===== src/hw/rtl/udpd_pkg.sv =====
`timescale 1ns / 1ps
`default_nettype none
// ----------------------------------------------------------------------------
// udpd_pkg
// Shared types and constants for the udp port dispatch table.
// ----------------------------------------------------------------------------
package udpd_pkg;

    localparam int TABLE_DEPTH   = 10;
    localparam int ADDR_W        = (TABLE_DEPTH > 1) ? $clog2(TABLE_DEPTH) : 1;
    localparam int COUNT_W       = $clog2(TABLE_DEPTH + 1);
    localparam int ENTRY_IDX_W   = 4;
    localparam int OUT_COUNT_W   = 4;
    localparam int CMP_W         = (COUNT_W > ENTRY_IDX_W) ? COUNT_W : ENTRY_IDX_W;
    localparam int UDP_HDR_BYTES = 8;

    typedef enum logic [1:0] {
        REQ_REGISTER = 2'd0,
        REQ_REMOVE   = 2'd1,
        REQ_ROUTE    = 2'd2,
        REQ_NONE     = 2'd3
    } req_t;

    typedef enum logic [3:0] {
        STS_REGISTERED = 4'd0,
        STS_IN_USE     = 4'd1,
        STS_FULL       = 4'd2,
        STS_REMOVED    = 4'd3,
        STS_BAD_INDEX  = 4'd4,
        STS_FORWARDED  = 4'd5,
        STS_TOO_SHORT  = 4'd6,
        STS_BAD_CSUM   = 4'd7,
        STS_NO_SERVER  = 4'd8,
        STS_EMPTY      = 4'd9
    } status_t;

    typedef enum logic {
        CS_IDLE,
        CS_EXEC
    } ctrl_state_t;

    typedef struct packed {
        req_t                   req_type;
        logic [15:0]            port;
        logic [7:0]             handle;
        logic [ENTRY_IDX_W-1:0] entry_index;
        logic [15:0]            recv_length;
        logic [3:0]             ip_header_words;
        logic [15:0]            udp_length;
        logic [15:0]            rx_checksum;
        logic [15:0]            calc_checksum;
    } udpd_in_t;

    typedef struct packed {
        status_t                status;
        logic [7:0]             conflict_handle;
        logic [7:0]             target_handle;
        logic [15:0]            payload_length;
        logic [OUT_COUNT_W-1:0] entry_count;
    } udpd_out_t;

    // controller to datapath
    typedef struct packed {
        logic load;
        logic commit;
    } udpd_cmd_t;

    // datapath to controller
    typedef struct packed {
        logic has_result;
    } udpd_sts_t;

endpackage
`default_nettype wire


===== src/hw/rtl/udpd_ctrl.sv =====
`timescale 1ns / 1ps
`default_nettype none
// ----------------------------------------------------------------------------
// udpd_ctrl
// Request sequencer: captures a transaction, then commits it once the
// result register is free.
// ----------------------------------------------------------------------------
module udpd_ctrl
    import udpd_pkg::*;
(
    input  wire logic      aclk,
    input  wire logic      aresetn,
    input  wire logic      s_valid,
    output logic           s_ready,
    output logic           m_valid,
    input  wire logic      m_ready,
    input  wire udpd_sts_t dp_sts,
    output udpd_cmd_t      cmd
);

    ctrl_state_t state_reg, state_next;
    logic        m_valid_reg, m_valid_next;

    always_ff @(posedge aclk) begin
        if (!aresetn) begin
            state_reg   <= CS_IDLE;
            m_valid_reg <= 1'b0;
        end else begin
            state_reg   <= state_next;
            m_valid_reg <= m_valid_next;
        end
    end

    always_comb begin
        state_next   = state_reg;
        s_ready      = 1'b0;
        cmd.load     = 1'b0;
        cmd.commit   = 1'b0;
        m_valid_next = m_valid_reg && !m_ready;
        unique case (state_reg)
            CS_IDLE: begin
                s_ready = 1'b1;
                if (s_valid) begin
                    cmd.load   = 1'b1;
                    state_next = CS_EXEC;
                end
            end
            CS_EXEC: begin
                // wait until the result register can take a new transaction
                if (!m_valid_reg || m_ready) begin
                    cmd.commit = 1'b1;
                    state_next = CS_IDLE;
                    if (dp_sts.has_result) begin
                        m_valid_next = 1'b1;
                    end
                end
            end
            default: begin
                state_next = CS_IDLE;
            end
        endcase
    end

    assign m_valid = m_valid_reg;

`ifndef SYNTH
    a_load_then_exec: assert property (@(posedge aclk) disable iff (!aresetn)
        cmd.load |=> state_reg == CS_EXEC)
        else $error("captured transaction did not reach execute");

    a_no_overwrite: assert property (@(posedge aclk) disable iff (!aresetn)
        (m_valid_reg && !m_ready) |-> !cmd.commit)
        else $error("commit while result still pending");

    a_commit_result: assert property (@(posedge aclk) disable iff (!aresetn)
        (cmd.commit && dp_sts.has_result) |=> m_valid_reg)
        else $error("committed result not presented");
`endif

endmodule
`default_nettype wire


===== src/hw/rtl/udpd_datapath.sv =====
`timescale 1ns / 1ps
`default_nettype none
// ----------------------------------------------------------------------------
// udpd_datapath
// Port/handle table, parallel lookup, compaction shift, route checks and
// the result register.
// ----------------------------------------------------------------------------
module udpd_datapath
    import udpd_pkg::*;
(
    input  wire logic      aclk,
    input  wire logic      aresetn,
    input  wire udpd_cmd_t cmd,
    input  wire udpd_in_t  s_data,
    output udpd_sts_t      dp_sts,
    output udpd_out_t      m_data
);

    udpd_in_t           req_reg;
    udpd_out_t          out_reg, out_next;
    logic [15:0]        port_store_reg [TABLE_DEPTH];
    logic [15:0]        port_store_next [TABLE_DEPTH];
    logic [7:0]         handle_store_reg [TABLE_DEPTH];
    logic [7:0]         handle_store_next [TABLE_DEPTH];
    logic [COUNT_W-1:0] count_reg, count_next;

    logic [7:0]  hit_handle;
    logic [7:0]  idx_handle;
    logic        remove_ok;
    logic        append_ok;
    logic        table_full;
    logic        too_short;
    logic [15:0] min_length;

    always_ff @(posedge aclk) begin
        if (!aresetn) begin
            count_reg <= '0;
        end else if (cmd.commit) begin
            count_reg <= count_next;
        end
    end

    always_ff @(posedge aclk) begin
        if (cmd.load) begin
            req_reg <= s_data;
        end
        if (cmd.commit) begin
            out_reg          <= out_next;
            port_store_reg   <= port_store_next;
            handle_store_reg <= handle_store_next;
        end
    end

    // first live entry with a matching port decides
    always_comb begin
        hit_handle = '0;
        for (int i = TABLE_DEPTH - 1; i >= 0; i--) begin
            if (COUNT_W'(i) < count_reg && port_store_reg[i] == req_reg.port) begin
                hit_handle = handle_store_reg[i];
            end
        end
    end

    always_comb begin
        idx_handle = '0;
        for (int i = 0; i < TABLE_DEPTH; i++) begin
            if (CMP_W'(i) == CMP_W'(req_reg.entry_index)) begin
                idx_handle = handle_store_reg[i];
            end
        end
    end

    assign table_full = (count_reg == COUNT_W'(TABLE_DEPTH));
    assign remove_ok  = (req_reg.req_type == REQ_REMOVE)
                        && (CMP_W'(req_reg.entry_index) < CMP_W'(count_reg));
    assign append_ok  = (req_reg.req_type == REQ_REGISTER)
                        && (hit_handle == '0) && !table_full;
    assign min_length = 16'({req_reg.ip_header_words, 2'b00}) + 16'(UDP_HDR_BYTES);
    assign too_short  = req_reg.recv_length < min_length;

    // table update: append at the fill point, or shift down over a removed entry
    always_comb begin
        for (int i = 0; i < TABLE_DEPTH; i++) begin
            port_store_next[i]   = port_store_reg[i];
            handle_store_next[i] = handle_store_reg[i];
            if (append_ok && COUNT_W'(i) == count_reg) begin
                port_store_next[i]   = req_reg.port;
                handle_store_next[i] = req_reg.handle;
            end
            if (remove_ok && i + 1 < TABLE_DEPTH
                && CMP_W'(i) >= CMP_W'(req_reg.entry_index)) begin
                port_store_next[i]   = port_store_reg[(i + 1) % TABLE_DEPTH];
                handle_store_next[i] = handle_store_reg[(i + 1) % TABLE_DEPTH];
            end
        end
    end

    always_comb begin
        count_next = count_reg;
        if (append_ok) begin
            count_next = count_reg + 1'b1;
        end else if (remove_ok) begin
            count_next = count_reg - 1'b1;
        end
    end

    always_comb begin
        out_next                 = '0;
        out_next.status          = STS_REGISTERED;
        out_next.entry_count     = OUT_COUNT_W'(count_next);
        dp_sts.has_result        = 1'b1;
        case (req_reg.req_type)
            REQ_REGISTER: begin
                out_next.conflict_handle = hit_handle;
                if (hit_handle != '0) begin
                    out_next.status = STS_IN_USE;
                end else if (table_full) begin
                    out_next.status = STS_FULL;
                end else begin
                    out_next.status = STS_REGISTERED;
                end
            end
            REQ_REMOVE: begin
                if (remove_ok) begin
                    out_next.status        = STS_REMOVED;
                    out_next.target_handle = idx_handle;
                end else begin
                    out_next.status = STS_BAD_INDEX;
                end
            end
            REQ_ROUTE: begin
                if (too_short) begin
                    out_next.status = STS_TOO_SHORT;
                end else if (req_reg.rx_checksum != req_reg.calc_checksum) begin
                    out_next.status = STS_BAD_CSUM;
                end else if (hit_handle == '0) begin
                    out_next.status = STS_NO_SERVER;
                end else if (req_reg.udp_length < 16'(UDP_HDR_BYTES)) begin
                    out_next.status = STS_EMPTY;
                end else begin
                    out_next.status         = STS_FORWARDED;
                    out_next.target_handle  = hit_handle;
                    out_next.payload_length = req_reg.udp_length - 16'(UDP_HDR_BYTES);
                end
            end
            default: begin
                dp_sts.has_result = 1'b0;
            end
        endcase
    end

    assign m_data = out_reg;

`ifndef SYNTH
    a_count_bound: assert property (@(posedge aclk) disable iff (!aresetn)
        count_reg <= COUNT_W'(TABLE_DEPTH))
        else $error("entry count beyond table depth");

    a_append_count: assert property (@(posedge aclk) disable iff (!aresetn)
        (cmd.commit && append_ok) |=> count_reg == $past(count_reg) + 1'b1)
        else $error("append did not grow the table");

    a_remove_count: assert property (@(posedge aclk) disable iff (!aresetn)
        (cmd.commit && remove_ok) |=> count_reg == $past(count_reg) - 1'b1)
        else $error("remove did not shrink the table");
`endif

endmodule
`default_nettype wire


===== src/hw/rtl/udp_port_dispatch_table.sv =====
`timescale 1ns / 1ps
`default_nettype none
// ----------------------------------------------------------------------------
// udp_port_dispatch_table
// Compacting port-to-handle table for register, remove and route requests.
// ----------------------------------------------------------------------------
// Each request is first captured, then executed: the parallel lookup runs
// over all table entries, the table is updated and the result register is
// loaded. The input is taken again as soon as the request has been
// executed, even while its result still waits on m_ready; a request only
// stalls in execute when the previous result has not yet been taken. A
// request type of 3 is consumed and gives no result. The table needs no
// clearing after reset: only entries below the live count are ever read.
// ----------------------------------------------------------------------------
module udp_port_dispatch_table
    import udpd_pkg::*;
(
    input  wire logic     aclk,
    input  wire logic     aresetn,
    input  wire logic     s_valid,
    output logic          s_ready,
    input  wire udpd_in_t s_data,
    output logic          m_valid,
    input  wire logic     m_ready,
    output udpd_out_t     m_data
);

    udpd_cmd_t cmd;
    udpd_sts_t dp_sts;

    udpd_ctrl u_ctrl (
        .aclk    (aclk),
        .aresetn (aresetn),
        .s_valid (s_valid),
        .s_ready (s_ready),
        .m_valid (m_valid),
        .m_ready (m_ready),
        .dp_sts  (dp_sts),
        .cmd     (cmd)
    );

    udpd_datapath u_datapath (
        .aclk    (aclk),
        .aresetn (aresetn),
        .cmd     (cmd),
        .s_data  (s_data),
        .dp_sts  (dp_sts),
        .m_data  (m_data)
    );

endmodule
`default_nettype wire

===== config.mk =====
export PLATFORM = sky130hd
export DESIGN_NAME = udp_port_dispatch_table
export DESIGN_NICKNAME = d
export VERILOG_FILES = /design/src/hw/rtl/udpd_pkg.sv /design/src/hw/rtl/udpd_ctrl.sv /design/src/hw/rtl/udpd_datapath.sv /design/src/hw/rtl/udp_port_dispatch_table.sv
export SDC_FILE = /design/constraint.sdc
export NUM_CORES = 1
export LEC_CHECK = 0
export BUFFER_PORTS_ARGS = -buffer_cell sky130_fd_sc_hd__buf_2
export CAP_MARGIN = 20
export CORE_ASPECT_RATIO = 1.25
export CORE_MARGIN = 4
export CORE_UTILIZATION = 25
export DETAILED_ROUTE_END_ITERATION = 8
export GPL_ROUTABILITY_DRIVEN = 1
export HOLD_SLACK_MARGIN = 0.08
export PLACE_DENSITY_LB_ADDON = 0.1
export SYNTH_ARGS = -nofsm -noshare
export SYNTH_HDL_FRONTEND = slang
export SYNTH_SLANG_ARGS = --single-unit

===== constraint.sdc =====
create_clock -name aclk -period 12 [get_ports aclk]
set_input_delay 0.6 -clock aclk [delete_from_list [all_inputs] [get_ports aclk]]
set_output_delay 0.6 -clock aclk [all_outputs]
set_load 0.05 [all_outputs]

==> impl.org <==
** Global routing
- The via count of the first global-routing pass came to 12900.
- After global routing the overflow that remains totals 0.
- Wire length of the first global-routing pass :: 88800 um
- Entering global routing, the biggest net connects 51 pins.
- The initial antenna violation count is 0.
- Global routing usage summed across all routing layers :: 14.5%

** Detailed routing
- Via-to-Cell Ratio :: 4.76
- In the final routed layout, each cell accounts on average for 23.6 um.
- Initial DRC count :: 740
- After detailed routing, the total wire length is 61000 um.
- The detail route stage leaves a number of antenna-violating nets equal to 0.
- Drt drc :: 0
- Summing over every cut layer, the via total after detailed routing is 12300.
- The pre-antenna-repair detailed-routing pass consisted of 5 iterations.

** Clock tree
- The clock drives 382 sinks.
- For the worst-skew pair, the clock arrives at the later sink with an insertion delay of 0.60 ns.
- CTS root buffer :: clkbuf_16
- Buffers inserted to repair hold after CTS numbered 0.
- The H-tree was split into 2 levels.
- After clock tree synthesis, the clock-pin slew on the worst setup and hold paths is 0.06 ns.
- TritonCTS created 46 clock buffers.
- Resized cells post-CTS :: 0
- TritonCTS built the clock tree.
- The clock passes through at most 3 buffers.
- Number of buffers inserted by post-CTS setup repair :: 0

** Finish
- The sequential cells in the finished layout cover a total of 11400 um^2.
- Number of fill cells :: 7712
- Most frequent cells in the layout :: edfxtp_1 (376), mux2_2 (216), buf_2 (141), xor2_1 (118), xnor2_1 (73)
- Summing all multi-input logic gate instances after layout gives 7440 um^2.
- Number of flip-flops in the largest register :: 160
- Most common cell after layout, fill and taps aside :: edfxtp_1
- The post-route netlist has 31.1% of its cells at a drive strength greater than 1.
- The final layout contains 1688 nets.
- Relative to the synthesized area, the layout overhead comes to 17.7%.

** Synth
- Sequential area share after synthesis :: 59.3%
- EDFF count, synth :: 376
- During synthesis, Yosys emitted a total of 0 warnings.
- Instance count of the mapped netlist :: 1412
- Post-synth net total :: 1532
- The mapped netlist covers 19200 um^2.
- Each instance of the synthesized netlist takes up on average 13.6 um^2.
- Post-synth top area share :: 58.7%
- Synthesis inferred 382 register bits.
- After synthesis, the share of flip-flops with an asynchronous set or reset is 0%.
- Cell type with the largest total area after synthesis :: edfxtp_1
- Leading register cell type out of synthesis :: edfxtp_1
- Most area-consuming cells after synthesis :: edfxtp_1 (59%), mux2_2 (13%), xor2_1 (5.4%), xnor2_1 (3.3%), nor2_1 (1.2%)
- The netlist uses 68 different library cells.

** Floorplan
- Row Count :: 113
- From left edge to right edge, the die measures 256 um.
- The die is 318 um tall.
- Die area :: 81500 um^2
- Pin placement for this block handled 144 I/O pins.
- The core region is 76200 um^2.
- Starting Density :: 25.3%

** Run status
- Status :: completed

** Power and ir drop
- In this run the power density over the cells is 139 nW/um^2.
- VDD sags by at most 0.0918 mV.
- For this design the static power due to leakage is 7.59 nW.

** Worst setup path
- Type of the setup path with the least slack :: reg2reg
- Crit-path cells :: clkinv_1 -> ha_1 -> a31oi_1 -> nand4_1 -> or2_2 -> o211ai_1 -> a2111oi_0 -> o21ai_0 -> nor4b_4 -> nand3_1 -> nand3b_1 -> a21oi_2 -> buf_4
- Worst Setup Start Kind :: register
- Critical Path AT :: 6.51 ns
- On the worst path, the slowest cell contributes a delay of 0.77 ns.
- STA puts the critical path data required time at 12.27 ns.
- Endpoint type of the worst setup path :: register
- Of all nets on the critical path, the largest fanout is 16.
- Critical-path cell with the highest stage delay :: nor4b_4

** Timing
- Setup violations remaining at the end of the flow were counted as 0.
- Worst slew slack as a fraction of its limit :: 26.2%
- Hold timing on the final database bottoms out at a slack of 0.174 ns.
- Slew of the pin with the lowest slew margin :: 1.08 ns
- Hold Violations, Final :: 0
- Dividing the final minimum period by the clock period gives 52.0%.
- Final critical delay including setup and external delays :: 6.24 ns
- The number of max-slew violations in the final report is 0.
- After routing, the total negative slack on setup checks comes to 0 ns.
- Timing-limited maximum frequency :: 0.160 GHz
- Setup skew after layout :: 0.0511 ns
- Setup repair after global routing left no endpoint under its margin.

** Hold path
- Class of the worst hold path :: in2reg

** Place
- The HPWL after detailed placement is 44200 um.
- RePlAce Congestion :: 0.835
- Count of input and output buffers :: 141

** Flow run
- Number of max-cap violations :: 0
## layer usage
metal,vias to the layer above,routed length (um),track usage [%]
li1,5698,-,-
met1,6173,25500,17.6
met2,315,31500,26.4
met3,87,2290,2.08
met4,0,1670,4.37
met5,-,0,0
## logic make-up after synthesis
logic type / synth area share [%]
flops: 59.3
simple gates: 8.91
mux: 13.7
xor+xnor: 8.69
compound gates: 5.91
buf+inv: 2.37
fa+ha+maj: 1.17
## worst max-delay path: cells and delay by family, from the launching register on
| family | cells | cell delay [ns] |
|---|---|---|
| simple gates | 5 | 2.38 |
| buf+inv | 2 | 0.72 |
| compound gates | 5 | 1.90 |
| fa+ha+maj | 1 | 0.47 |
| flops | 1 | 0.43 |
## path summary, 6_finish.rpt
| path | from | end | slack, ns | depth (start not counted) |
|---|---|---|---|---|
| worst min register to register | u_ctrl.m_valid | u_ctrl.m_valid | 0.49 | 2 |
| worst max register to register | u_datapath.count_reg[0] | u_datapath.port_store_reg[35] | 5.76 | 13 |
| worst min-delay path | s_data[50] | u_datapath.req_reg[50] | 0.17 | 1 |
| worst max-delay path | u_datapath.count_reg[0] | u_datapath.port_store_reg[35] | 5.76 | 13 |
## power breakdown
group | internal [W] | switching, W | total (W)
sequential | 0.00151 | 0.0000231 | 0.00154
combinational | 0.000103 | 0.000164 | 0.000267
clock | 0.000766 | 0.000579 | 0.00134
## cells in the mapped netlist (4+ instances only)
| library cell | instances |
|---|---|
| ha_1 | 18 |
| edfxtp_1 | 376 |
| dfxtp_1 | 6 |
| mux2i_1 | 15 |
| a211oi_1 | 6 |
| nor3_1 | 46 |
| clkbuf_1 | 47 |
| nor3b_1 | 4 |
| nor2b_1 | 9 |
| a311oi_1 | 6 |
| nand2_1 | 59 |
| o2111ai_1 | 6 |
| nand2b_1 | 9 |
| buf_6 | 4 |
| buf_4 | 6 |
| or4_1 | 4 |
| or3_1 | 13 |
| a211o_1 | 5 |
| nor4b_1 | 4 |
| nand4_1 | 17 |
| o21ai_0 | 35 |
| a21oi_1 | 27 |
| nand3b_1 | 5 |
| a22o_1 | 6 |
| buf_2 | 16 |
| buf_1 | 7 |
| inv_1 | 20 |
| o22ai_1 | 6 |
| a31oi_1 | 11 |
| nand3_1 | 29 |
| mux2_2 | 216 |
| and3_1 | 7 |
| and2_1 | 13 |
| xor2_1 | 118 |
| o311a_1 | 4 |
| xnor2_1 | 73 |
| a22oi_1 | 7 |
| a21boi_0 | 4 |
| a221oi_1 | 12 |
| nor4_1 | 28 |
| nor2_1 | 64 |
## cell type report
cell class,count,area share (%)
antenna,1,0.0110
clock buffer,57,5.40
clock inverter,24,0.901
inverter,22,0.365
multi-input combinational,928,32.9
sequential,382,50.4
tap,977,5.40
timing repair buffer,188,4.67
## through the flow
stage	util, %	cell area (um^2)	std cells	power [W]	setup WS, ns
global placement	27.8	21200	2496	0.00183	5.72
CTS	29.7	22600	2577	0.00321	5.71
detailed placement	27.8	21200	2496	0.00183	5.73
floorplan	-	19200	1412	0.00174	6.06
global route	29.7	22600	2578	0.00328	5.49
finish	29.7	22600	2579	0.00315	5.76
Note: power is estimated with default switching activity, not from simulation.
